File: src/rtl/core/ifd_pkg.sv
// Shared types and constants of the IPv4 forwarding decision block.
// Used by every module in rtl/core; depends on nothing else.
`default_nettype none

package ifd_pkg;

  localparam int ROUTES_DEFAULT = 16;
  localparam int PORTS_DEFAULT  = 4;

  localparam int CFG_INDEX_W = 3;
  localparam int CFG_DATA_W  = 32;

  // Configuration register indexes.
  localparam logic [CFG_INDEX_W-1:0] CFG_IFACE_ADDR_0 = 3'd0;
  localparam logic [CFG_INDEX_W-1:0] CFG_IFACE_ADDR_1 = 3'd1;
  localparam logic [CFG_INDEX_W-1:0] CFG_IFACE_ADDR_2 = 3'd2;
  localparam logic [CFG_INDEX_W-1:0] CFG_IFACE_ADDR_3 = 3'd3;
  localparam logic [CFG_INDEX_W-1:0] CFG_IFACE_ENABLE = 3'd4;

  localparam logic [CFG_INDEX_W-1:0] CFG_IFACE_ADDR [4] = '{
    CFG_IFACE_ADDR_0, CFG_IFACE_ADDR_1, CFG_IFACE_ADDR_2, CFG_IFACE_ADDR_3
  };

  localparam logic [7:0] PROTO_ICMP = 8'd1;
  localparam logic [7:0] PROTO_TCP  = 8'd6;
  localparam logic [7:0] PROTO_UDP  = 8'd17;

  localparam logic [7:0] ICMP_ECHO_REQUEST = 8'd8;

  typedef enum logic {
    OP_WRITE  = 1'b0,
    OP_DECIDE = 1'b1
  } op_t;

  typedef enum logic [2:0] {
    ACT_WRITE         = 3'd0,
    ACT_DROP          = 3'd1,
    ACT_ECHO          = 3'd2,
    ACT_PORT_UNREACH  = 3'd3,
    ACT_NET_UNREACH   = 3'd4,
    ACT_TIME_EXCEEDED = 3'd5,
    ACT_FORWARD       = 3'd6
  } action_t;

  // One transaction as it travels down the route cells.
  typedef struct packed {
    logic        valid;
    op_t         opcode;
    logic [3:0]  entry_index;
    logic [31:0] entry_dest;
    logic [31:0] entry_mask;
    logic [31:0] entry_gateway;
    logic [1:0]  entry_port;
    logic [31:0] dest_addr;
    logic [7:0]  ttl;
    logic        requeued;
    logic        local_hit;
    action_t     local_action;
    logic [1:0]  local_port;
    logic        found;
    logic [31:0] best_mask;
    logic [31:0] best_gateway;
    logic [1:0]  best_port;
  } route_tok_t;

endpackage

`default_nettype wire

File: src/rtl/core/ifd_head.sv
// Entry stage: interface configuration registers, local address match and
// the register that launches a transaction into the route cells. Uses ifd_pkg.
`default_nettype none

module ifd_head #(
  parameter int PORTS = ifd_pkg::PORTS_DEFAULT
) (
  input  wire logic                             clk,
  input  wire logic                             rst,
  input  wire logic                             adv,
  input  wire logic                             cfg_write,
  input  wire logic [ifd_pkg::CFG_INDEX_W-1:0]  cfg_index,
  input  wire logic [ifd_pkg::CFG_DATA_W-1:0]   cfg_data,
  input  wire logic                             item_valid,
  input  wire logic                             opcode,
  input  wire logic [3:0]                       entry_index,
  input  wire logic [31:0]                      entry_dest,
  input  wire logic [31:0]                      entry_mask,
  input  wire logic [31:0]                      entry_gateway,
  input  wire logic [1:0]                       entry_port,
  input  wire logic [31:0]                      dest_addr,
  input  wire logic [7:0]                       protocol,
  input  wire logic [7:0]                       ttl,
  input  wire logic [7:0]                       icmp_kind,
  input  wire logic                             icmp_ok,
  input  wire logic                             requeued,
  output ifd_pkg::route_tok_t                   tok_out
);

  logic [31:0]      iface_addr [PORTS];
  logic [PORTS-1:0] iface_enable;

  logic                hit;
  logic [1:0]          hit_port;
  ifd_pkg::route_tok_t tok_next;

  always_ff @(posedge clk) begin
    if (rst) begin
      iface_enable <= '0;
      for (int i = 0; i < PORTS; i++) begin
        iface_addr[i] <= '0;
      end
    end else if (cfg_write) begin
      if (cfg_index == ifd_pkg::CFG_IFACE_ENABLE) begin
        iface_enable <= cfg_data[PORTS-1:0];
      end
      for (int i = 0; i < PORTS; i++) begin
        if (cfg_index == ifd_pkg::CFG_IFACE_ADDR[i]) begin
          iface_addr[i] <= cfg_data;
        end
      end
    end
  end

  // Walk from the top down so that the lowest enabled interface wins.
  always_comb begin
    hit      = 1'b0;
    hit_port = '0;
    for (int i = PORTS - 1; i >= 0; i--) begin
      if (iface_enable[i] && iface_addr[i] == dest_addr) begin
        hit      = 1'b1;
        hit_port = 2'(i);
      end
    end
  end

  always_comb begin
    tok_next               = '0;
    tok_next.valid         = item_valid;
    tok_next.opcode        = ifd_pkg::op_t'(opcode);
    tok_next.entry_index   = entry_index;
    tok_next.entry_dest    = entry_dest;
    tok_next.entry_mask    = entry_mask;
    tok_next.entry_gateway = entry_gateway;
    tok_next.entry_port    = entry_port;
    tok_next.dest_addr     = dest_addr;
    tok_next.ttl           = ttl;
    tok_next.requeued      = requeued;
    tok_next.local_hit     = hit;
    tok_next.local_action  = ifd_pkg::ACT_DROP;
    tok_next.local_port    = '0;
    if (protocol == ifd_pkg::PROTO_ICMP) begin
      if (icmp_ok && icmp_kind == ifd_pkg::ICMP_ECHO_REQUEST) begin
        tok_next.local_action = ifd_pkg::ACT_ECHO;
        tok_next.local_port   = hit_port;
      end
    end else if (protocol inside {ifd_pkg::PROTO_TCP, ifd_pkg::PROTO_UDP}) begin
      tok_next.local_action = ifd_pkg::ACT_PORT_UNREACH;
      tok_next.local_port   = hit_port;
    end
  end

  always_ff @(posedge clk) begin
    if (rst) begin
      tok_out.valid <= 1'b0;
    end else if (adv) begin
      tok_out <= tok_next;
    end
  end

endmodule

`default_nettype wire

File: config.mk
export PLATFORM = sky130hd
export DESIGN_NAME = ifd_head
export DESIGN_NICKNAME = d
export VERILOG_FILES = /design/src/rtl/core/ifd_pkg.sv /design/src/rtl/core/ifd_head.sv
export SDC_FILE = /design/constraint.sdc
export NUM_CORES = 1
export LEC_CHECK = 0
export BUFFER_PORTS_ARGS = -buffer_cell sky130_fd_sc_hd__buf_2
export CORE_AREA = 2 2 165 167
export CTS_CLUSTER_DIAMETER = 40
export CTS_CLUSTER_SIZE = 24
export DETAILED_ROUTE_END_ITERATION = 7
export DIE_AREA = 0 0 167 169
export MAX_ROUTING_LAYER = met4
export PLACE_DENSITY = 0.69
export SLEW_MARGIN = 10
export SYNTH_ARGS = -nofsm -noshare
export SYNTH_HDL_FRONTEND = slang
export SYNTH_SLANG_ARGS = --single-unit
export TNS_END_PERCENT = 100
File: constraint.sdc
create_clock -name clk -period 11.8 [get_ports clk]
set_input_delay 2.36 -clock clk [delete_from_list [all_inputs] [get_ports clk]]
set_output_delay 2.36 -clock clk [all_outputs]
set_load 0.005 [all_outputs]
# Word level (Yosys, flattened, before mapping)
# Memory sizes are Yosys's and may differ from the RTL's.
# Cells that the tools add are included.
dict set report totals {
  register_bits 155
  latchBits 0
  ramBits 128
  rom_bits 0
  in_bits 201
  wordCells 72
  n_memories 1
}
dict set report op_classes {
  addsub 0
  n_mul 0
  n_div 0
  magnitude_cmp 0
  eq_ne 12
  n_shift 0
  n_mux 30
  bitwise_logic 5
  reduce_logical 10
}
# name depth width rd rd_ports_with_merged_regs wr line_no
set mem_list {}
lappend mem_list {iface_addr 4 32 4 0 4 ifd_head.sv:30} ;# logic [31:0] iface_addr [PORTS];
# cell n
set op_table {}
lappend op_table {{== test 32 bit} 4}
lappend op_table {{two-way mux 32 bit} 4}
lappend op_table {{two-way mux 1 bit} 19}
lappend op_table {{== test 8 x 1 -> 1 bit (second input constant)} 1}
lappend op_table {{== test 8 x 3 -> 1 bit (second input constant)} 1}
lappend op_table {{== test 8 x 4 -> 1 bit (second input constant)} 1}
lappend op_table {{== test 8 x 5 -> 1 bit (second input constant)} 1}
lappend op_table {{two-way mux 2 bit} 4}
lappend op_table {{two-way mux 4 bit} 2}
lappend op_table {{== test 3 x 2 -> 1 bit (second input constant)} 2}
lappend op_table {{logical AND 1 bit} 5}
lappend op_table {{two-way mux 5 bit} 1}
lappend op_table {{bitwise OR 1 bit} 4}
lappend op_table {{AND reduction 2 bit} 2}
lappend op_table {{== test 3 x 1 -> 1 bit (second input constant)} 1}
lappend op_table {{== test 3 bit (second input constant)} 1}
lappend op_table {{zero test 3 bit} 1}
lappend op_table {{OR reduction 3 bit} 1}
lappend op_table {{nonzero test 2 bit} 1}
lappend op_table {{NOT 1 bit} 1}

# Longest topological paths before layout
# An unclocked memory read counts as a cell.
dict set report logic_depth {
  ltp_word 9
  mapped_depth 7
  mapped_depth_nobuf 6
}

# Worst setup path before layout
# No wires, ideal clock.
dict set report synth_timing {
  kind {input to register}
  from {input rst}
  to {register tok_out[100] (netlist bit), enable pin}
  setup_time_ns 0.674
  t_arrival_ns 9.080
  required_time_ns 11.126
  setup_slack_ns 2.046
  stages 2
  n_path_buf 1
  path_cell_list {clkbuf_1 nor2b_1}
}
dict set report synth_between {
  elab_chain_cells 2
}
# element line_no
set synth_rtl {}
lappend synth_rtl {{start: declaration} ifd_head.sv:9} ;# input wire logic rst,
lappend synth_rtl {{NOT 1 bit (no line)} -}
lappend synth_rtl {{AND reduction 2 bit (no line)} -}
lappend synth_rtl {{end signal: assignment} ifd_head.sv:97} ;# tok_out <= tok_next;
lappend synth_rtl {{end: declaration} ifd_head.sv:27} ;# output ifd_pkg::route_tok_t tok_out
# No other way between the ends.
# A chain may end at the register's enable or synchronous reset.

==> results.cfg <==
[status]
outcome = finished clean

[clock_network]
clkTransAtPathRegs_ns = 0.06
hold_buffers = 0
insertion_delay_ns = 0.51
clkSinkCount = 282
cts_setup_buffers = 0
cts_buffers = 38
cts_tree = built
clockRootBuffer = clkbuf_16
htree_num_levels = 2
cts_resized = 0
clockBufferDepth = 3

[synthesis]
synth_xor_area_share_pct = 9.851
synth_top_family_by_area = simple AND/OR/NAND/NOR gates
synthSimpleGateAreaFrac_pct = 10.61
synth_cells = 731
ys.warnings.count = 0
synth_edf_count = 277
synth_compound_area_share_pct = 0.5928
synthArstFlopShare_pct = 0
synth_cell_type_count = 32
ys_ff_latch = 282
synthMuxAreaShare_pct = 0.4311
seq_area_frac_synth_pct = 72.52
synth_top_flop_cell = edfxtp_1
synth_area_um2 = 11610
avgSynthCellArea_um2 = 15.88
synth_fa_ha_area_share_pct = 0

[grt]
grt_first_pass_wirelength_um = 43650
grt_pass1_vias = 6704
grt_max_degree = 55
antenna_found_initial = 0
grt_usage_pct = 21.93
globalRouteOverflowTotal = 0

[setup_path]
required_ns = 12.17
cp.arrival_ns = 4.26
crit_type = in2reg
reg2reg_depth = 5
crit_start = cfg_index[2]
startpoint_type = input pin
path_max_fanout = 32
r2r-start = iface_addr[2][13]
critPathCaptureType = flop

[detailed_routing]
drc = 0
drt_iter0_drc = 545
routed_wl_um = 31630
vias = 7025
viasPerCell = 4.805
drtPass1Iterations = 5
antenna_left = 0
wl_per_cell_um = 21.64

[finish]
drive_above_1_share_pct = 38.36
num_antenna_cells = 0
finalNonFillerCells = 1462
area_growth_pct = 27.06
fin_nets = 1293

[die]
die_y_um = 169
core_um2 = 26500
die_area_um2 = 28220
io_pins = 419
start_util_pct = 43.81
placementRows = 60
chipWidth_um = 167

[timing]
finalSetupTns_ns = 0
worst_pin_slew_ns = 1.251
fin_crit_ns = 3.895
fmax_ghz = 0.2568
slew_viol_final = 0
hold_violations = 0
finalSetupViolations = 0
min_period_over_period_pct = 33.00
rsz0062_at_grt = no
slew_headroom_pct = 16.32
worst_clock_skew_ns = 0.005224

[job]
cap_violations = 0

[power_and_ir_drop]
vdd_drop_max_uv = 130.0
powerDensity_nw_per_um2 = 172.4
leakage_nw = 5.813

[placement]
dp_cells = 1393
port_buffers = 350
gp_congestion = 0.8260
dp_hpwl_um = 23420

[hold_path]
holdPathStages = 2
hold_path.class = reg2reg
hp-start = iface_enable[1]
area by class of cell:
cell class              count  area (µm²)
multi-input cells         412        2803
clock buffers              45        1041
inverters                   4       15.01
fillers                  2211       11750
flip-flops and latches    282        8418
well taps                 341       426.7
repair buffers            354        1782
clock inverters            24       265.3
worst max-delay path, stage by stage:
cell,delay [ns]
buf_2,0.10
and2b_1,0.28
nand2b_1,0.25
nor3_4,1.02
and2_1,0.26
flip-flops by register name, summed over array words and instances (netlist names):
register      count
tok_out         150
iface_enable      4
iface_addr      128
metrics by stage:
| stage | hold WS (ns) | cell area (µm²) | power [mW] | util (%) | setup WS, ns |
|---|---|---|---|---|---|
| after floorplan | 0.4516 | 11860 | 1.317 | - | 2.046 |
| final | 0.5017 | 14750 | 2.543 | 55.66 | 7.905 |
| after global placement | 0.4865 | 13440 | 1.408 | 50.73 | 7.457 |
| after CTS | 0.5003 | 14750 | 2.572 | 55.66 | 7.904 |
| after global routing | 0.5363 | 14750 | 2.628 | 55.66 | 7.818 |
| after detailed placement | 0.4845 | 13440 | 1.413 | 50.73 | 7.370 |
cells in the mapped netlist (2+ instances only):
library cell  number  area share (%)
a31o_2             3            0.23
and2_1           128             6.9
and3_1             5            0.27
buf_4             68             4.4
buf_6              6            0.58
clkbuf_1          24            0.78
clkbuf_2           2           0.086
dfxtp_1            5            0.86
edfxtp_1         277              72
inv_1              4            0.13
mux2i_1            5            0.43
nand2_1            3           0.097
nand2b_1           2            0.11
nand3_1            9            0.39
nand4_1           25             1.3
nor2_1             8            0.26
nor3_1             9            0.39
nor4_1             9            0.48
xnor2_1          109             8.2
xnor2_2            3            0.42
xor2_1            16             1.2
power by group:
group	internal, mW	switching, mW	total, mW	leakage, nW
clock network	0.710	0.444	1.15	0.630
registers	1.17	0.0209	1.19	2.68
logic	0.0837	0.113	0.197	2.51
total	1.96	0.578	2.54	5.81
final timing paths:
kind                  endpoint  slack (ns)
min            iface_enable[1]        0.50
max reg2reg        tok_out[68]        9.78
min reg2reg    iface_enable[1]        0.50
max          iface_addr[0][20]        7.91
metal layers:
layer	vias up	part of all wire, %	track usage (%)
met1	3462	40	26.97
met4	0	3.0	7.046
li1	3189	-	-
met5	-	0	-
met2	316	50	36.14
met3	58	7.1	5.097
layout by cell type, fill, tap and decap left out, types with 8 or more instances in the layout:
cell and instances:
conb_1 68, xor2_1 16, and2_1 128, buf_2 350
edfxtp_1 277, clkbuf_16 41, nand3_1 9, nor4_1 9
nor2_1 8, nand4_1 25, xnor2_1 109
cells by family (layout without fill, tap and decap cells):
logic type | count (synthesis) | after routing
multiplexers | 5 | 5
flip-flops | 282 | 282
AO/OA/AOI/OAI | 8 | 8
other | 1 | 68
buffers and inverters | 104 | 427
XOR/XNOR | 128 | 128
AND/OR/NAND/NOR | 203 | 203
(Power assumes the default switching activity.)
