## config.mk

```make
export PLATFORM = sky130hd
export DESIGN_NAME = ifd_tail
export DESIGN_NICKNAME = d
export VERILOG_FILES = /design/src/rtl/core/ifd_pkg.sv /design/src/rtl/core/ifd_tail.sv
export SDC_FILE = /design/constraint.sdc
export NUM_CORES = 1
export LEC_CHECK = 0
export BUFFER_PORTS_ARGS = -buffer_cell sky130_fd_sc_hd__buf_4
export CAP_MARGIN = 10
export CORE_AREA = 5 5 101 103
export DETAILED_ROUTE_END_ITERATION = 10
export DIE_AREA = 0 0 106 108
export GPL_TIMING_DRIVEN = 0
export PLACE_DENSITY = 0.62
export REMOVE_ABC_BUFFERS = 1
export SLEW_MARGIN = 20
export SYNTH_ARGS = -nofsm -noshare
export SYNTH_HDL_FRONTEND = slang
export SYNTH_SLANG_ARGS = --single-unit
```

## constraint.sdc

```tcl
create_clock -name clk -period 4 [get_ports clk]
set_input_delay 0.8 -clock clk [delete_from_list [all_inputs] [get_ports clk]]
set_output_delay 0.8 -clock clk [all_outputs]
set_load 0.03 [all_outputs]
```

## src/rtl/core/ifd_pkg.sv

```systemverilog
// Shared types and constants of the IPv4 forwarding decision block.
// Used by every module in rtl/core; depends on nothing else.
`default_nettype none

package ifd_pkg;

  localparam int ROUTES_DEFAULT = 16;
  localparam int PORTS_DEFAULT  = 4;

  localparam int CFG_INDEX_W = 3;
  localparam int CFG_DATA_W  = 32;

  // Configuration register indexes.
  localparam logic [CFG_INDEX_W-1:0] CFG_IFACE_ADDR_0 = 3'd0;
  localparam logic [CFG_INDEX_W-1:0] CFG_IFACE_ADDR_1 = 3'd1;
  localparam logic [CFG_INDEX_W-1:0] CFG_IFACE_ADDR_2 = 3'd2;
  localparam logic [CFG_INDEX_W-1:0] CFG_IFACE_ADDR_3 = 3'd3;
  localparam logic [CFG_INDEX_W-1:0] CFG_IFACE_ENABLE = 3'd4;

  localparam logic [CFG_INDEX_W-1:0] CFG_IFACE_ADDR [4] = '{
    CFG_IFACE_ADDR_0, CFG_IFACE_ADDR_1, CFG_IFACE_ADDR_2, CFG_IFACE_ADDR_3
  };

  localparam logic [7:0] PROTO_ICMP = 8'd1;
  localparam logic [7:0] PROTO_TCP  = 8'd6;
  localparam logic [7:0] PROTO_UDP  = 8'd17;

  localparam logic [7:0] ICMP_ECHO_REQUEST = 8'd8;

  typedef enum logic {
    OP_WRITE  = 1'b0,
    OP_DECIDE = 1'b1
  } op_t;

  typedef enum logic [2:0] {
    ACT_WRITE         = 3'd0,
    ACT_DROP          = 3'd1,
    ACT_ECHO          = 3'd2,
    ACT_PORT_UNREACH  = 3'd3,
    ACT_NET_UNREACH   = 3'd4,
    ACT_TIME_EXCEEDED = 3'd5,
    ACT_FORWARD       = 3'd6
  } action_t;

  // One transaction as it travels down the route cells.
  typedef struct packed {
    logic        valid;
    op_t         opcode;
    logic [3:0]  entry_index;
    logic [31:0] entry_dest;
    logic [31:0] entry_mask;
    logic [31:0] entry_gateway;
    logic [1:0]  entry_port;
    logic [31:0] dest_addr;
    logic [7:0]  ttl;
    logic        requeued;
    logic        local_hit;
    action_t     local_action;
    logic [1:0]  local_port;
    logic        found;
    logic [31:0] best_mask;
    logic [31:0] best_gateway;
    logic [1:0]  best_port;
  } route_tok_t;

endpackage

`default_nettype wire

```

## src/rtl/core/ifd_tail.sv

```systemverilog
// Result stage: turns the transaction leaving the last route cell into the
// action code and holds it in the output register. Uses ifd_pkg.
`default_nettype none

module ifd_tail (
  input  wire logic           clk,
  input  wire logic           rst,
  input  ifd_pkg::route_tok_t tok_in,
  input  wire logic           result_stall,
  output logic                adv,
  output logic                result_valid,
  output logic [2:0]          action,
  output logic [1:0]          out_port,
  output logic [31:0]         next_hop,
  output logic [7:0]          new_ttl,
  output logic [1:0]          local_port
);

  ifd_pkg::action_t act_next;
  logic [1:0]       out_port_next;
  logic [31:0]      next_hop_next;
  logic [7:0]       new_ttl_next;
  logic [1:0]       local_port_next;
  logic [7:0]       ttl_dec;

  // The whole chain moves only when the output register is free or drained.
  assign adv = !result_valid || !result_stall;

  assign ttl_dec = tok_in.requeued ? tok_in.ttl : tok_in.ttl - 8'd1;

  always_comb begin
    act_next        = ifd_pkg::ACT_WRITE;
    out_port_next   = '0;
    next_hop_next   = '0;
    new_ttl_next    = '0;
    local_port_next = '0;
    if (tok_in.opcode == ifd_pkg::OP_DECIDE) begin
      if (tok_in.local_hit) begin
        act_next        = tok_in.local_action;
        local_port_next = tok_in.local_port;
      end else if (!tok_in.found) begin
        act_next = ifd_pkg::ACT_NET_UNREACH;
      end else begin
        next_hop_next = tok_in.best_gateway;
        new_ttl_next  = ttl_dec;
        if (ttl_dec == 8'd0) begin
          act_next = ifd_pkg::ACT_TIME_EXCEEDED;
        end else begin
          act_next      = ifd_pkg::ACT_FORWARD;
          out_port_next = tok_in.best_port;
        end
      end
    end
  end

  always_ff @(posedge clk) begin
    if (rst) begin
      result_valid <= 1'b0;
    end else if (adv) begin
      result_valid <= tok_in.valid;
      action       <= act_next;
      out_port     <= out_port_next;
      next_hop     <= next_hop_next;
      new_ttl      <= new_ttl_next;
      local_port   <= local_port_next;
    end
  end

  a_forward_ttl_live: assert property (@(posedge clk) disable iff (rst)
    result_valid && action == ifd_pkg::ACT_FORWARD |-> new_ttl != 8'd0)
    else $error("forward issued with an expired TTL");

  a_expired_no_port: assert property (@(posedge clk) disable iff (rst)
    result_valid && action == ifd_pkg::ACT_TIME_EXCEEDED |->
      new_ttl == 8'd0 && out_port == 2'd0 && local_port == 2'd0)
    else $error("time exceeded result carries stray fields");

endmodule

`default_nettype wire

```

# [After elaboration in Yosys (flattened, before gate mapping)]
# Index checks and enable logic that the tools add are counted.
[classes] add_sub_neg=1 muxes=4 bitwise=3 reduce_logical=8
[ops] op="$logic_not A8 Y1" n=1
[ops] op="$mux W8" n=1
[ops] op="$sub A8 B1 Y8 const B" n=1
[ops] op="$mux W2" n=2
[ops] op="$reduce_and A2 Y1" n=2
[ops] op="$reduce_or A4 Y1" n=1
[ops] op="$mux W3" n=1
[ops] op="$not A1 Y1" n=3
[ops] op="$reduce_or A3 Y1" n=1
[ops] op="$logic_not A1 Y1" n=2
[ops] op="$logic_or A1 B1 Y1" n=1
[totals] ff_bits=48 in_bits=221 output_inout_bits=49 elab_cells=22

# [Depth between registers and ports, before layout]
[logic_depth] ltp_word=6 depth_mapped=7 ltp_nobuf=6

# [Worst setup path before layout]
# Ideal clock, no wire load.
[synth_timing] kind="in2reg" from="input port result_stall" to="register action[0] (enable)" setup_ns=0.468 arrival_time_ns=3.120 required_time_ns=3.532 setup_slack_ns=0.412 stages=1 n_path_buf=0 cell_sequence="a21oi_1"
[synth_between] elab_chain_len=3
[synth_rtl] element="start, declared" line_no="ifd_tail.sv:9" rtl="input wire logic result_stall,"
[synth_rtl] element="$logic_not A1 Y1" line_no="ifd_tail.sv:27" rtl="assign adv = !result_valid || !result_stall;"
[synth_rtl] element="$logic_or A1 B1 Y1" line_no="ifd_tail.sv:27"
[synth_rtl] element="$reduce_and A2 Y1 (no line)"
[synth_rtl] element="end signal, assigned" line_no="ifd_tail.sv:61" rtl="action <= act_next;"
[synth_rtl] element="end, declared" line_no="ifd_tail.sv:12" rtl="output logic [2:0] action,"
# No other way between the ends.
# A chain may end at the register's enable or synchronous reset.

# [Final worst setup path]
[layout_timing] from="input port tok_in[74] in the netlist's numbering" to="register action[1] (data pin)"
[layout_between] elab_chain_len=6
[layout_rtl] element="start, declared" line_no="ifd_tail.sv:8" rtl="input ifd_pkg::route_tok_t tok_in,"
[layout_rtl] element="$sub A8 B1 Y8" line_no="ifd_tail.sv:29" rtl="assign ttl_dec = tok_in.requeued ? tok_in.ttl : tok_in.ttl - 8'd1;"
[layout_rtl] element="$mux W8 (*)" line_no="ifd_tail.sv:29"
[layout_rtl] element="$logic_not A8 Y1 (*)" line_no="ifd_tail.sv:46" rtl="if (ttl_dec == 8'd0) begin"
[layout_rtl] element="$mux W2 (*)" line_no="ifd_tail.sv:46"
[layout_rtl] element="$mux W2 (*)" line_no="ifd_tail.sv:41" rtl="end else if (!tok_in.found) begin"
[layout_rtl] element="$mux W3 (*)" line_no="ifd_tail.sv:38" rtl="if (tok_in.local_hit) begin"
# Mark *: on every way between the ends. The rest lies on a longest branch, timed or not.

==> impl_metrics.py <==
metrics = {
    "logic_synthesis": {
        "ys_top_cells_by_count": "sky130_fd_sc_hd__edfxtp_1 (47), sky130_fd_sc_hd__and2_1 (32), sky130_fd_sc_hd__nor2_1 (14)",
        "syn_area_per_cell_um2": 14.1,
        "postSynthRegisterBits": 48,
        "synthDominantCellAreaShare": 0.692,
        "synthMostInstantiatedCell": "sky130_fd_sc_hd__edfxtp_1",
        "ys.flop_type": "sky130_fd_sc_hd__edfxtp_1",
        "gate_count_of_the_mapped_netlist": 145,
        "synthDistinctLibCells": 30,
        "synth_edf_count": 47,
        "sequential_fraction_of_the_synthesis_area": 0.702,
        "synth_top_cells_by_area": "sky130_fd_sc_hd__edfxtp_1 (69%), sky130_fd_sc_hd__and2_1 (9.8%), sky130_fd_sc_hd__nor2_1 (2.6%)",
        "synth.cell_area_mm2": 0.00204,
        "postSynth.asyncResetShare": 0,
        "synthesis.yosys.warnings": 0,
        "synth_largest_area_cell": "sky130_fd_sc_hd__edfxtp_1",
    },
    "setup_path": {
        "timing.critical_path.from_type": "input pin",
        "startpoint": "tok_in[74]",
        "r2r_slack_ns": 2.71,
        "worstPathMaxFanout": 8,
        "path_cells": "buf_4 > inv_1 > ha_1 > o21bai_1 > a211o_1 > a2111oi_4 > o21ai_0",
        "worstPathRequired_ns": 4.04,
        "r2r_start": "result_valid",
        "worstSetupEndpointType": "flip-flop",
        "rr_worst_depth": 2,
        "critical_path.endpoint": "action[1]",
        "cp_data_arrival_time_ns": 2.37,
        "worstReg2RegEnd": "next_hop[11]",
        "worst-setup-path-type": "in2reg",
        "largest_stage_delay_on_the_critical_path_ns": 0.46,
        "worst_path_max_delay_cell": "sky130_fd_sc_hd__a2111oi_4",
    },
    "die": {
        "die_height_um": 108,
        "design.core.area_mm2": 0.00911,
        "die_w_um": 106,
        "dieArea_mm2": 0.0114,
        "design.portCount": 270,
        "start_util": 0.224,
        "std_cell_rows": 35,
    },
    "pwr": {
        "peakVddDrop_uv": 119,
        "power_mw": 1.08,
        "power.density_mw_per_mm2": 353,
        "p_leak_nw": 1.27,
    },
    "global_route": {
        "initial_antenna_violation_count": 0,
        "number_of_global_route_vias_before_repair": 1435,
        "track_usage": 0.0911,
        "grt_first_pass_wirelength_mm": 8.00,
        "global_route.overflow_total": 0,
        "grt_max_degree": 36,
    },
    "clock_network": {
        "postCtsSetupRepairBufs": 0,
        "max_root_sink_buffers": 2,
        "cts_buffers": 5,
        "hold_buffers": 0,
        "cts.clk_slew.worst_paths_ns": 0.09,
        "cts_sinks": 48,
        "cts-htree-levels": 2,
        "cts_resized": 0,
        "cts_tree": "done",
        "insertion_delay_ns": 0.29,
        "clockRootBuffer": "sky130_fd_sc_hd__clkbuf_8",
    },
    "drt": {
        "drtPass1Iterations": 4,
        "dr_total_vias": 1479,
        "post_drt_via_cell_ratio": 4.09,
        "detail_route.wirelength_mm": 5.42,
        "final_antenna_net_count": 0,
        "route.detailed.wl_per_inst_um": 15.0,
        "drt_iter0_markers": 45,
        "route.detailed.drc": 0,
    },
    "place": {
        "final_estimated_routing_congestion_in_global_placement": 0.794,
        "pre_cts_ws_ns": 1.31,
        "postPlaceCellArea_mm2": 0.00298,
        "place.port_buffers": 103,
        "post-dp-hpwl_mm": 4.24,
    },
    "timing": {
        "final.setup_skew_ns": 0.00665,
        "setup_repair_after_global_routing_missed_its_margin": "false",
        "max_slew_margin": 0.643,
        "finalMaxSlewViolations": 0,
        "fin_crit_ns": 2.34,
        "final_critical_path_setup_slack_ns": 1.66,
        "setup_tns_ns": 0,
        "timing.final.hold_violations": 0,
        "setup-violations-final": 0,
        "maximum_operating_frequency_ghz": 0.428,
        "worst_pin_slew_ns": 0.532,
        "finalCritPeriodShare": 0.584,
    },
    "run_status": {
        "status": "finished, final reports clean",
    },
    "final_layout": {
        "stdcell_area_mm2": 0.00307,
        "area_growth_syn_to_layout_pct": 50.5,
        "fillCellCount": 952,
        "layout-drive-gt1-share": 0.458,
        "layout.nets": 472,
        "antenna_cells": 0,
        "utilization": 0.337,
    },
    "run": {
        "max_cap_violations": 0,
    },
    "hold_path": {
        "hold_path.class": "reg2reg",
    },
}
## metal layers
layer	routed length, µm	GRT usage	vias up
li1	-	-	721
met1	2270	0.109	682
met2	2520	0.147	72
met3	593	0.0466	4
met4	35	0.0222	0
met5	0	0	-
## final cells by class
class                           count  area (µm²)  share of cell area
Clock buffer                        7        76.3              0.0249
Clock inverter                      1        5.00             0.00163
Inverter                            3        11.3             0.00367
Multi-Input combinational cell     87         576               0.188
Sequential cell                    48        1430               0.467
Tap cell                          111         139              0.0453
Timing Repair Buffer              105         828               0.270
## worst max-delay path, delay by kind of cell
kind / cells / cell delay, ns
compound gates: 4 / 1.12
fa+ha+maj: 1 / 0.27
buf+inv: 2 / 0.18
## power by group
part	switching, mW	internal (mW)
Clock	0.156	0.123
Sequential	0.00911	0.584
Combinational	0.118	0.0919
Total	0.283	0.799
## state kept, by name, indices dropped and copies added (netlist names)
name,flops
new_ttl,8
out_port,2
local_port,2
next_hop,32
result_valid,1
action,3
## cell usage in the layout, fill, tap and decap left out, types with 2 or more instances in the layout
master,n
sky130_fd_sc_hd__clkbuf_8,5
sky130_fd_sc_hd__buf_16,2
sky130_fd_sc_hd__clkbuf_1,2
sky130_fd_sc_hd__xor2_1,5
sky130_fd_sc_hd__a21oi_1,2
sky130_fd_sc_hd__and2_1,32
sky130_fd_sc_hd__nor3_1,3
sky130_fd_sc_hd__inv_1,3
sky130_fd_sc_hd__edfxtp_1,47
sky130_fd_sc_hd__buf_4,103
sky130_fd_sc_hd__xnor2_1,3
sky130_fd_sc_hd__nand2_1,5
sky130_fd_sc_hd__nor4bb_1,2
sky130_fd_sc_hd__and3_1,2
sky130_fd_sc_hd__nand3_1,3
sky130_fd_sc_hd__nor2_1,14
sky130_fd_sc_hd__a22oi_1,2
## worst min path at each step
stage | endpoint | depth (start not counted) | start | slack (ns)
detailed placement | result_valid | 2 | result_valid | 0.57
CTS | result_valid | 2 | result_valid | 0.58
finish | result_valid | 2 | result_valid | 0.58
global route | result_valid | 2 | result_valid | 0.63
global placement | result_valid | 2 | result_valid | 0.51
floorplan | result_valid | 2 | result_valid | 0.65
## through the flow
step           hold WS, ns  instances
2_1_floorplan        0.651        138
3_3_place_gp         0.514        352
3_5_place_dp         0.571        354
4_1_cts              0.581        362
5_1_grt              0.633        362
6_report             0.579        362
## kinds of logic (layout without fill, tap and decap cells)
logic type / count (synthesis) / in the layout / synth area share
and+or+nand+nor: 67 / 67 / 0.188
DFF: 48 / 48 / 0.702
AOI/OAI and AO/OA: 11 / 11 / 0.0473
buffers and inverters: 10 / 116 / 0.0215
xor gates and xnor gates: 8 / 8 / 0.0344
adders and majority gates: 1 / 1 / 0.00614
(Power assumes the default switching activity.)
