===== config.mk =====
export PLATFORM = sky130hd
export DESIGN_NAME = ifd_cell
export DESIGN_NICKNAME = d
export VERILOG_FILES = /design/src/rtl/core/ifd_pkg.sv /design/src/rtl/core/ifd_cell.sv
export SDC_FILE = /design/constraint.sdc
export NUM_CORES = 1
export LEC_CHECK = 0
export BUFFER_PORTS_ARGS = -buffer_cell sky130_fd_sc_hd__clkbuf_2
export CORE_AREA = 2 2 171 173
export CTS_BUF_LIST = sky130_fd_sc_hd__clkbuf_8
export DETAILED_ROUTE_END_ITERATION = 8
export DIE_AREA = 0 0 173 175
export PLACE_DENSITY = 0.8
export SYNTH_ARGS = -nofsm -noshare
export SYNTH_HDL_FRONTEND = slang
export SYNTH_SLANG_ARGS = --single-unit
export TNS_END_PERCENT = 20

===== constraint.sdc =====
create_clock -name clk -period 33.4 [get_ports clk]
set_input_delay 5.01 -clock clk [delete_from_list [all_inputs] [get_ports clk]]
set_output_delay 5.01 -clock clk [all_outputs]
set_load 0.02 [all_outputs]

===== src/rtl/core/ifd_pkg.sv =====
// Shared types and constants of the IPv4 forwarding decision block.
// Used by every module in rtl/core; depends on nothing else.
`default_nettype none

package ifd_pkg;

  localparam int ROUTES_DEFAULT = 16;
  localparam int PORTS_DEFAULT  = 4;

  localparam int CFG_INDEX_W = 3;
  localparam int CFG_DATA_W  = 32;

  // Configuration register indexes.
  localparam logic [CFG_INDEX_W-1:0] CFG_IFACE_ADDR_0 = 3'd0;
  localparam logic [CFG_INDEX_W-1:0] CFG_IFACE_ADDR_1 = 3'd1;
  localparam logic [CFG_INDEX_W-1:0] CFG_IFACE_ADDR_2 = 3'd2;
  localparam logic [CFG_INDEX_W-1:0] CFG_IFACE_ADDR_3 = 3'd3;
  localparam logic [CFG_INDEX_W-1:0] CFG_IFACE_ENABLE = 3'd4;

  localparam logic [CFG_INDEX_W-1:0] CFG_IFACE_ADDR [4] = '{
    CFG_IFACE_ADDR_0, CFG_IFACE_ADDR_1, CFG_IFACE_ADDR_2, CFG_IFACE_ADDR_3
  };

  localparam logic [7:0] PROTO_ICMP = 8'd1;
  localparam logic [7:0] PROTO_TCP  = 8'd6;
  localparam logic [7:0] PROTO_UDP  = 8'd17;

  localparam logic [7:0] ICMP_ECHO_REQUEST = 8'd8;

  typedef enum logic {
    OP_WRITE  = 1'b0,
    OP_DECIDE = 1'b1
  } op_t;

  typedef enum logic [2:0] {
    ACT_WRITE         = 3'd0,
    ACT_DROP          = 3'd1,
    ACT_ECHO          = 3'd2,
    ACT_PORT_UNREACH  = 3'd3,
    ACT_NET_UNREACH   = 3'd4,
    ACT_TIME_EXCEEDED = 3'd5,
    ACT_FORWARD       = 3'd6
  } action_t;

  // One transaction as it travels down the route cells.
  typedef struct packed {
    logic        valid;
    op_t         opcode;
    logic [3:0]  entry_index;
    logic [31:0] entry_dest;
    logic [31:0] entry_mask;
    logic [31:0] entry_gateway;
    logic [1:0]  entry_port;
    logic [31:0] dest_addr;
    logic [7:0]  ttl;
    logic        requeued;
    logic        local_hit;
    action_t     local_action;
    logic [1:0]  local_port;
    logic        found;
    logic [31:0] best_mask;
    logic [31:0] best_gateway;
    logic [1:0]  best_port;
  } route_tok_t;

endpackage

`default_nettype wire


===== src/rtl/core/ifd_cell.sv =====
// One route cell: holds a single route entry, takes a write aimed at its slot
// and updates the running longest prefix match of a passing lookup. Uses ifd_pkg.
`default_nettype none

module ifd_cell #(
  parameter int INDEX = 0
) (
  input  wire logic          clk,
  input  wire logic          rst,
  input  wire logic          adv,
  input  ifd_pkg::route_tok_t tok_in,
  output ifd_pkg::route_tok_t tok_out
);

  logic [31:0] route_dest;
  logic [31:0] route_mask;
  logic [31:0] route_gateway;
  logic [1:0]  route_port;

  logic                write_hit;
  ifd_pkg::route_tok_t tok_next;

  assign write_hit = tok_in.valid && tok_in.opcode == ifd_pkg::OP_WRITE &&
                     int'(tok_in.entry_index) == INDEX;

  // A zero mask can never beat the running best, so an empty slot never matches.
  always_comb begin
    tok_next = tok_in;
    if (tok_in.opcode == ifd_pkg::OP_DECIDE &&
        (route_mask & tok_in.dest_addr) == route_dest &&
        route_mask > tok_in.best_mask) begin
      tok_next.found        = 1'b1;
      tok_next.best_mask    = route_mask;
      tok_next.best_gateway = route_gateway;
      tok_next.best_port    = route_port;
    end
  end

  always_ff @(posedge clk) begin
    if (rst) begin
      route_mask <= '0;
    end else if (adv && write_hit) begin
      route_dest    <= tok_in.entry_dest;
      route_mask    <= tok_in.entry_mask;
      route_gateway <= tok_in.entry_gateway;
      route_port    <= tok_in.entry_port;
    end
  end

  always_ff @(posedge clk) begin
    if (rst) begin
      tok_out.valid <= 1'b0;
    end else if (adv) begin
      tok_out <= tok_next;
    end
  end

  a_found_has_mask: assert property (@(posedge clk) disable iff (rst)
    tok_out.valid && tok_out.found |-> tok_out.best_mask != '0)
    else $error("match flagged with a zero best mask");

  a_mask_only_by_write: assert property (@(posedge clk) disable iff (rst)
    !$past(rst) && !$stable(route_mask) |-> $past(adv && write_hit))
    else $error("route mask changed without a write to this slot");

endmodule

`default_nettype wire


# Word-level counts from Yosys, hierarchy flattened
# Cells that the tools add are included.
[op_classes]
mux = 1
n_eq_ne = 1
n_reduce_logical = 8
n_lt_le_gt_ge = 1
bitwise = 3
[op_table]
columns = ["cell", "n"]
rows = [
  ["$mux 66", 1],
  ["$and 32x32->32", 1],
  ["$eq 32x32->1", 1],
  ["$gt 32x32->1", 1],
  ["$logic_and 1x1->1", 5],
  ["$logic_not 4->1", 1],
  ["$reduce_and 2->1", 2],
  ["$not 1->1", 2],
]
[word_totals]
out_inout_bits = 218
in_bits = 221
ff_bits = 316
elab_cells = 35

# Depth between registers and ports, before layout
[depth]
word_depth = 5
ltp_mapped = 10
depth_no_buf = 8

# Worst setup path after synthesis
# Ideal clock, no wire load.
[synth_timing]
path_type = "input-to-reg"
start = "input rst"
end = "register tok_out[0] in the netlist's numbering (enable)"
t_arrival_ns = 14.681
cell_stages = 2
setup_slack_ns = 17.898
setup_ns = 0.821
path_cell_list = "clkbuf_1 > nor2b_1"
[synth_between]
elab_chain_len = 2
[synth_lines]
columns = ["item", "line_no", "rtl"]
rows = [
  ["start, declared", "ifd_cell.sv:9", "input wire logic rst,"],
  ["$not 1->1 (no source line)", "--", ""],
  ["$reduce_and 2->1 (no source line)", "--", ""],
  ["end signal, assigned", "ifd_cell.sv:54", "tok_out <= tok_next;"],
  ["end, declared", "ifd_cell.sv:12", "output ifd_pkg::route_tok_t tok_out"],
]
# Every way passes these cells.
# A chain may end at the register's enable or synchronous reset.

==> flow_summary.html <==
<table>
<tr><th>Metric</th><th>Value</th></tr>
<tr><th colspan="2">Power</th></tr>
<tr><td>Power density of the placed cells</td><td>54.2 nW/µm²</td></tr>
<tr><td>Maximum ir drop on the vdd rail</td><td>0.0000416 V</td></tr>
<tr><td>Pleak</td><td>roughly 0.0065 µW</td></tr>
<tr><th colspan="2">Die</th></tr>
<tr><td>Number of primary I/O pins</td><td>about 440</td></tr>
<tr><td>Area of the die</td><td>30300 µm²</td></tr>
<tr><td>Die extent in x</td><td>roughly 170 µm</td></tr>
<tr><td>Vert. Die Dim</td><td>roughly 180 µm</td></tr>
<tr><td>Core footprint</td><td>28400 µm²</td></tr>
<tr><td>Cell row count</td><td>a little over 60</td></tr>
<tr><td>Effective utilization at floorplan</td><td>41.7%</td></tr>
<tr><th colspan="2">Timing</th></tr>
<tr><td>RSZ-0062 raised after global routing</td><td>no</td></tr>
<tr><td>Final number of hold-violating endpoints</td><td>0</td></tr>
<tr><td>Fin crit period</td><td>around 8.4 ns</td></tr>
<tr><td>Final Slew Violations</td><td>0</td></tr>
<tr><td>Final cycle utilization of the critical path</td><td>25.0%</td></tr>
<tr><td>Total Neg Setup Slack</td><td>0 ns</td></tr>
<tr><td>Tightest hold margin</td><td>roughly 0.47 ns</td></tr>
<tr><td>Top achievable clock speed</td><td>approximately 120 MHz</td></tr>
<tr><td>Slew headroom</td><td>32.0%</td></tr>
<tr><td>Transition time at the pin with the least slew margin</td><td>1.02 ns</td></tr>
<tr><td>Number of setup violations in the final report</td><td>0</td></tr>
<tr><td>Setup skew after layout</td><td>0.0276 ns</td></tr>
<tr><th colspan="2">Outcome</th></tr>
<tr><td>Outcome</td><td>finished clean</td></tr>
<tr><th colspan="2">Yosys</th></tr>
<tr><td>Area of the mapped netlist</td><td>11800 µm²</td></tr>
<tr><td>Net count of the mapped netlist</td><td>~940</td></tr>
<tr><td>Most used DFF post-synth</td><td>edfxtp_1</td></tr>
<tr><td>Number of flops mapped to enable cells by yosys</td><td>between 200 and 300</td></tr>
<tr><td>Synthesized instance count</td><td>689</td></tr>
<tr><td>Number of synthesized register bits</td><td>between 300 and 400</td></tr>
<tr><td>Sequential cell area fraction in the yosys report</td><td>about 77%</td></tr>
<tr><td>Synth async-reset ratio</td><td>0%</td></tr>
<tr><td>Synth unique cells</td><td>33</td></tr>
<tr><td>Average cell area after synthesis</td><td>around 17 µm²</td></tr>
<tr><td>Yosys synthesis warning count</td><td>0</td></tr>
<tr><th colspan="2">CTS</th></tr>
<tr><td>Clock tree from TritonCTS</td><td>built</td></tr>
<tr><td>TritonCTS Buffers</td><td>50</td></tr>
<tr><td>H-tree depth reported by CTS</td><td>2</td></tr>
<tr><td>Clock root buffer master</td><td>clkbuf_8</td></tr>
<tr><td>Reg clk slew, reported paths</td><td>0.06 ns</td></tr>
<tr><td>Count of hold-fix buffers inserted at cts</td><td>0</td></tr>
<tr><td>Clock Path Buffers</td><td>3</td></tr>
<tr><td>Number of setup buffers added after CTS</td><td>0</td></tr>
<tr><td>Resized Gates After CTS</td><td>0</td></tr>
<tr><td>Sink count of the clock tree</td><td>~320</td></tr>
<tr><td>Worst-skew pair later-pin latency</td><td>~0.57 ns</td></tr>
<tr><th colspan="2">Worst setup path</th></tr>
<tr><td>Worst path max stage delay</td><td>around 0.74 ns</td></tr>
<tr><td>Buffers &amp; Inverters on Critical Path</td><td>3</td></tr>
<tr><td>CP dominant cell by count</td><td>a221o_1</td></tr>
<tr><td>Startpoint class of the critical path</td><td>primary input</td></tr>
<tr><td>Cell family with most CP delay</td><td>compound AO/OA/AOI/OAI gates</td></tr>
<tr><td>Worst reg-to-reg path cell count</td><td>8</td></tr>
<tr><td>Cells traversed along the worst timing path</td><td>clkbuf_2, inv_1, ha_1, and3_1, a221o_1, a221o_1, a2111oi_2, a2111o_2, buf_4, mux2_2</td></tr>
<tr><td>Terminus of the critical flop-to-flop path</td><td>tok_out[65]</td></tr>
<tr><td>Maximum fanout count along the critical path</td><td>44</td></tr>
<tr><td>Crit. End Element</td><td>flop</td></tr>
<tr><td>Standard cell with the maximum stage delay on the critical path</td><td>buf_4</td></tr>
<tr><td>Launch point of the worst reg-to-reg path</td><td>route_mask[17]</td></tr>
<tr><td>Required time at the worst-slack endpoint</td><td>33.72 ns</td></tr>
<tr><td>Reg2reg setup slack</td><td>slightly below 30 ns</td></tr>
<tr><td>Arrival time at the worst endpoint</td><td>approximately 8.7 ns</td></tr>
<tr><td>Worst setup path category</td><td>in -&gt; reg</td></tr>
<tr><th colspan="2">Detailed routing</th></tr>
<tr><td>Drt first pass iters</td><td>5</td></tr>
<tr><td>Total Routed Length</td><td>roughly 32 mm</td></tr>
<tr><td>DRC errors left</td><td>0</td></tr>
<tr><td>Per-cell routed wire length</td><td>slightly above 20 µm</td></tr>
<tr><td>Detail Route Antenna Nets</td><td>0</td></tr>
<tr><td>Via count</td><td>7706</td></tr>
<tr><td>Number of DRC markers in iteration 0</td><td>roughly 470</td></tr>
<tr><td>Via/cell ratio</td><td>just under 5</td></tr>
<tr><th colspan="2">GRT</th></tr>
<tr><td>Wire length of the first global-routing pass</td><td>46.6 mm</td></tr>
<tr><td>Global-route total usage across every layer</td><td>20.6%</td></tr>
<tr><td>Maximum number of pins on one net before global-route repair</td><td>80</td></tr>
<tr><td>GR Overflow Total</td><td>0</td></tr>
<tr><td>Antenna violations before repair</td><td>3</td></tr>
<tr><td>Number of global-route vias before repair</td><td>between 8k and 9k</td></tr>
<tr><th colspan="2">Final layout</th></tr>
<tr><td>Most common cell after layout, fill and taps aside</td><td>clkbuf_2</td></tr>
<tr><td>Total number of nets in the final design</td><td>1421</td></tr>
<tr><td>Area delta synth-&gt;final</td><td>30.4%</td></tr>
<tr><td>Commonest cells after routing, fill and taps aside</td><td>clkbuf_2, edfxtp_1, nand2_1, clkbuf_8, inv_1</td></tr>
<tr><td>Layout cells sized above 1</td><td>between 40% and 50%</td></tr>
<tr><td>Filler instances</td><td>between 2k and 2.5k</td></tr>
<tr><th colspan="2">Hold path</th></tr>
<tr><td>Min-Delay Endpoint</td><td>tok_out[217]</td></tr>
<tr><td>Worst min path class</td><td>reg -&gt; reg</td></tr>
<tr><td>Min-delay src</td><td>tok_out[217]</td></tr>
<tr><td>Hold-critical path depth</td><td>2</td></tr>
<tr><th colspan="2">Placed design</th></tr>
<tr><td>Placed wire-length estimate after detailed placement</td><td>23.7 mm</td></tr>
<tr><td>Final weighted congestion of routability-driven global placement</td><td>approximately 0.82</td></tr>
<tr><td>Count of port buffers added during placement</td><td>about 440</td></tr>
<tr><th colspan="2">Run</th></tr>
<tr><td>Max_cap viols</td><td>0</td></tr>
</table>
[cell usage after synthesis (4+ instances only)]
| cell | n | area [µm²] |
|---|---|---|
| clkbuf_1 | 11 | 41.3 |
| xnor2_1 | 29 | 254 |
| and3_1 | 4 | 25.0 |
| ha_1 | 32 | 400 |
| nand3_1 | 5 | 25.0 |
| dfxtp_1 | 33 | 661 |
| nor4_1 | 7 | 43.8 |
| buf_6 | 4 | 45.0 |
| inv_1 | 32 | 120 |
| a21oi_1 | 46 | 230 |
| a21o_1 | 6 | 45.0 |
| mux2_2 | 37 | 417 |
| edfxtp_1 | 283 | 8500 |
| mux2_4 | 29 | 435 |
| nand4_1 | 7 | 43.8 |
| nand2_1 | 96 | 360 |
[flip-flops by register name, summed over array words and instances (netlist names)]
signal         count
route_gateway     32
route_dest        32
tok_out          218
route_mask        32
route_port         2
[metal layers]
layer,up-vias,track usage [%],wire [µm]
met5,-,0,0
met4,0,8.83,1230
met3,80,5.79,2680
met2,389,34.9,15900
met1,3684,24.9,12400
li1,3553,-,-
[worst max path at each step]
stage,startpoint,end,slack (ns),cells after the start
CTS,tok_in[52],tok_out[2],24.97,10
detailed placement,tok_in[52],tok_out[65],24.37,10
floorplan,rst,tok_out[0],17.90,2
global placement,tok_in[52],tok_out[65],24.44,10
finish,tok_in[52],tok_out[65],25.04,10
global route,tok_in[52],tok_out[34],24.84,10
[report_power, final]
part / total, µW / switching (µW) / internal [µW] / leakage [µW]
Clock: 306 / 151 / 155 / 0.000554
Combinational: 74.0 / 47.9 / 26.1 / 0.00306
Sequential: 457 / 5.53 / 452 / 0.00290
[final cells by class]
| type | count | area, µm² | area share [%] |
|---|---|---|---|
| Antenna cell | 3 | 7.51 | 0.0486 |
| Inverter | 32 | 120 | 0.778 |
| Timing Repair Buffer | 445 | 2240 | 14.5 |
| Tap cell | 384 | 480 | 3.11 |
| Clock buffer | 56 | 771 | 4.99 |
| Sequential cell | 316 | 9160 | 59.3 |
| Multi-Input combinational cell | 323 | 2480 | 16.1 |
| Clock inverter | 38 | 175 | 1.13 |
[logic make-up (layout without fill, tap and decap cells)]
logic type | Yosys count | after routing | share of synthesized area [%]
buffers and inverters | 50 | 571 | 1.87
and+or+nand+nor | 133 | 133 | 4.94
other | 0 | 3 | 0
muxes | 66 | 66 | 7.19
DFF | 316 | 316 | 77.3
AOI/OAI and AO/OA | 63 | 63 | 3.14
xor gates and xnor gates | 29 | 29 | 2.14
adders and majority gates | 32 | 32 | 3.38
[through the flow]
stage,util (%),cell area [µm²],cells,setup WS (ns),total power (µW)
5_1_grt,54.4,15400,1595,24.84,866
6_report,54.4,15400,1597,25.04,837
3_3_place_gp,51.0,14500,1500,24.44,538
3_5_place_dp,51.0,14500,1500,24.37,540
2_1_floorplan,-,11800,689,17.90,504
4_1_cts,54.4,15400,1594,24.97,846
[worst register-to-register path, delay by kind of cell (launching register included)]
kind | cells | cell delay, ns
multiplexers | 1 | 0.46
flip-flops | 1 | 0.44
adder cells (fa/ha/maj) | 1 | 0.27
AND/OR/NAND/NOR | 1 | 0.18
AO/OA/AOI/OAI | 4 | 1.83
buffers and inverters | 1 | 0.75
Power figures use the tool's default switching activity.
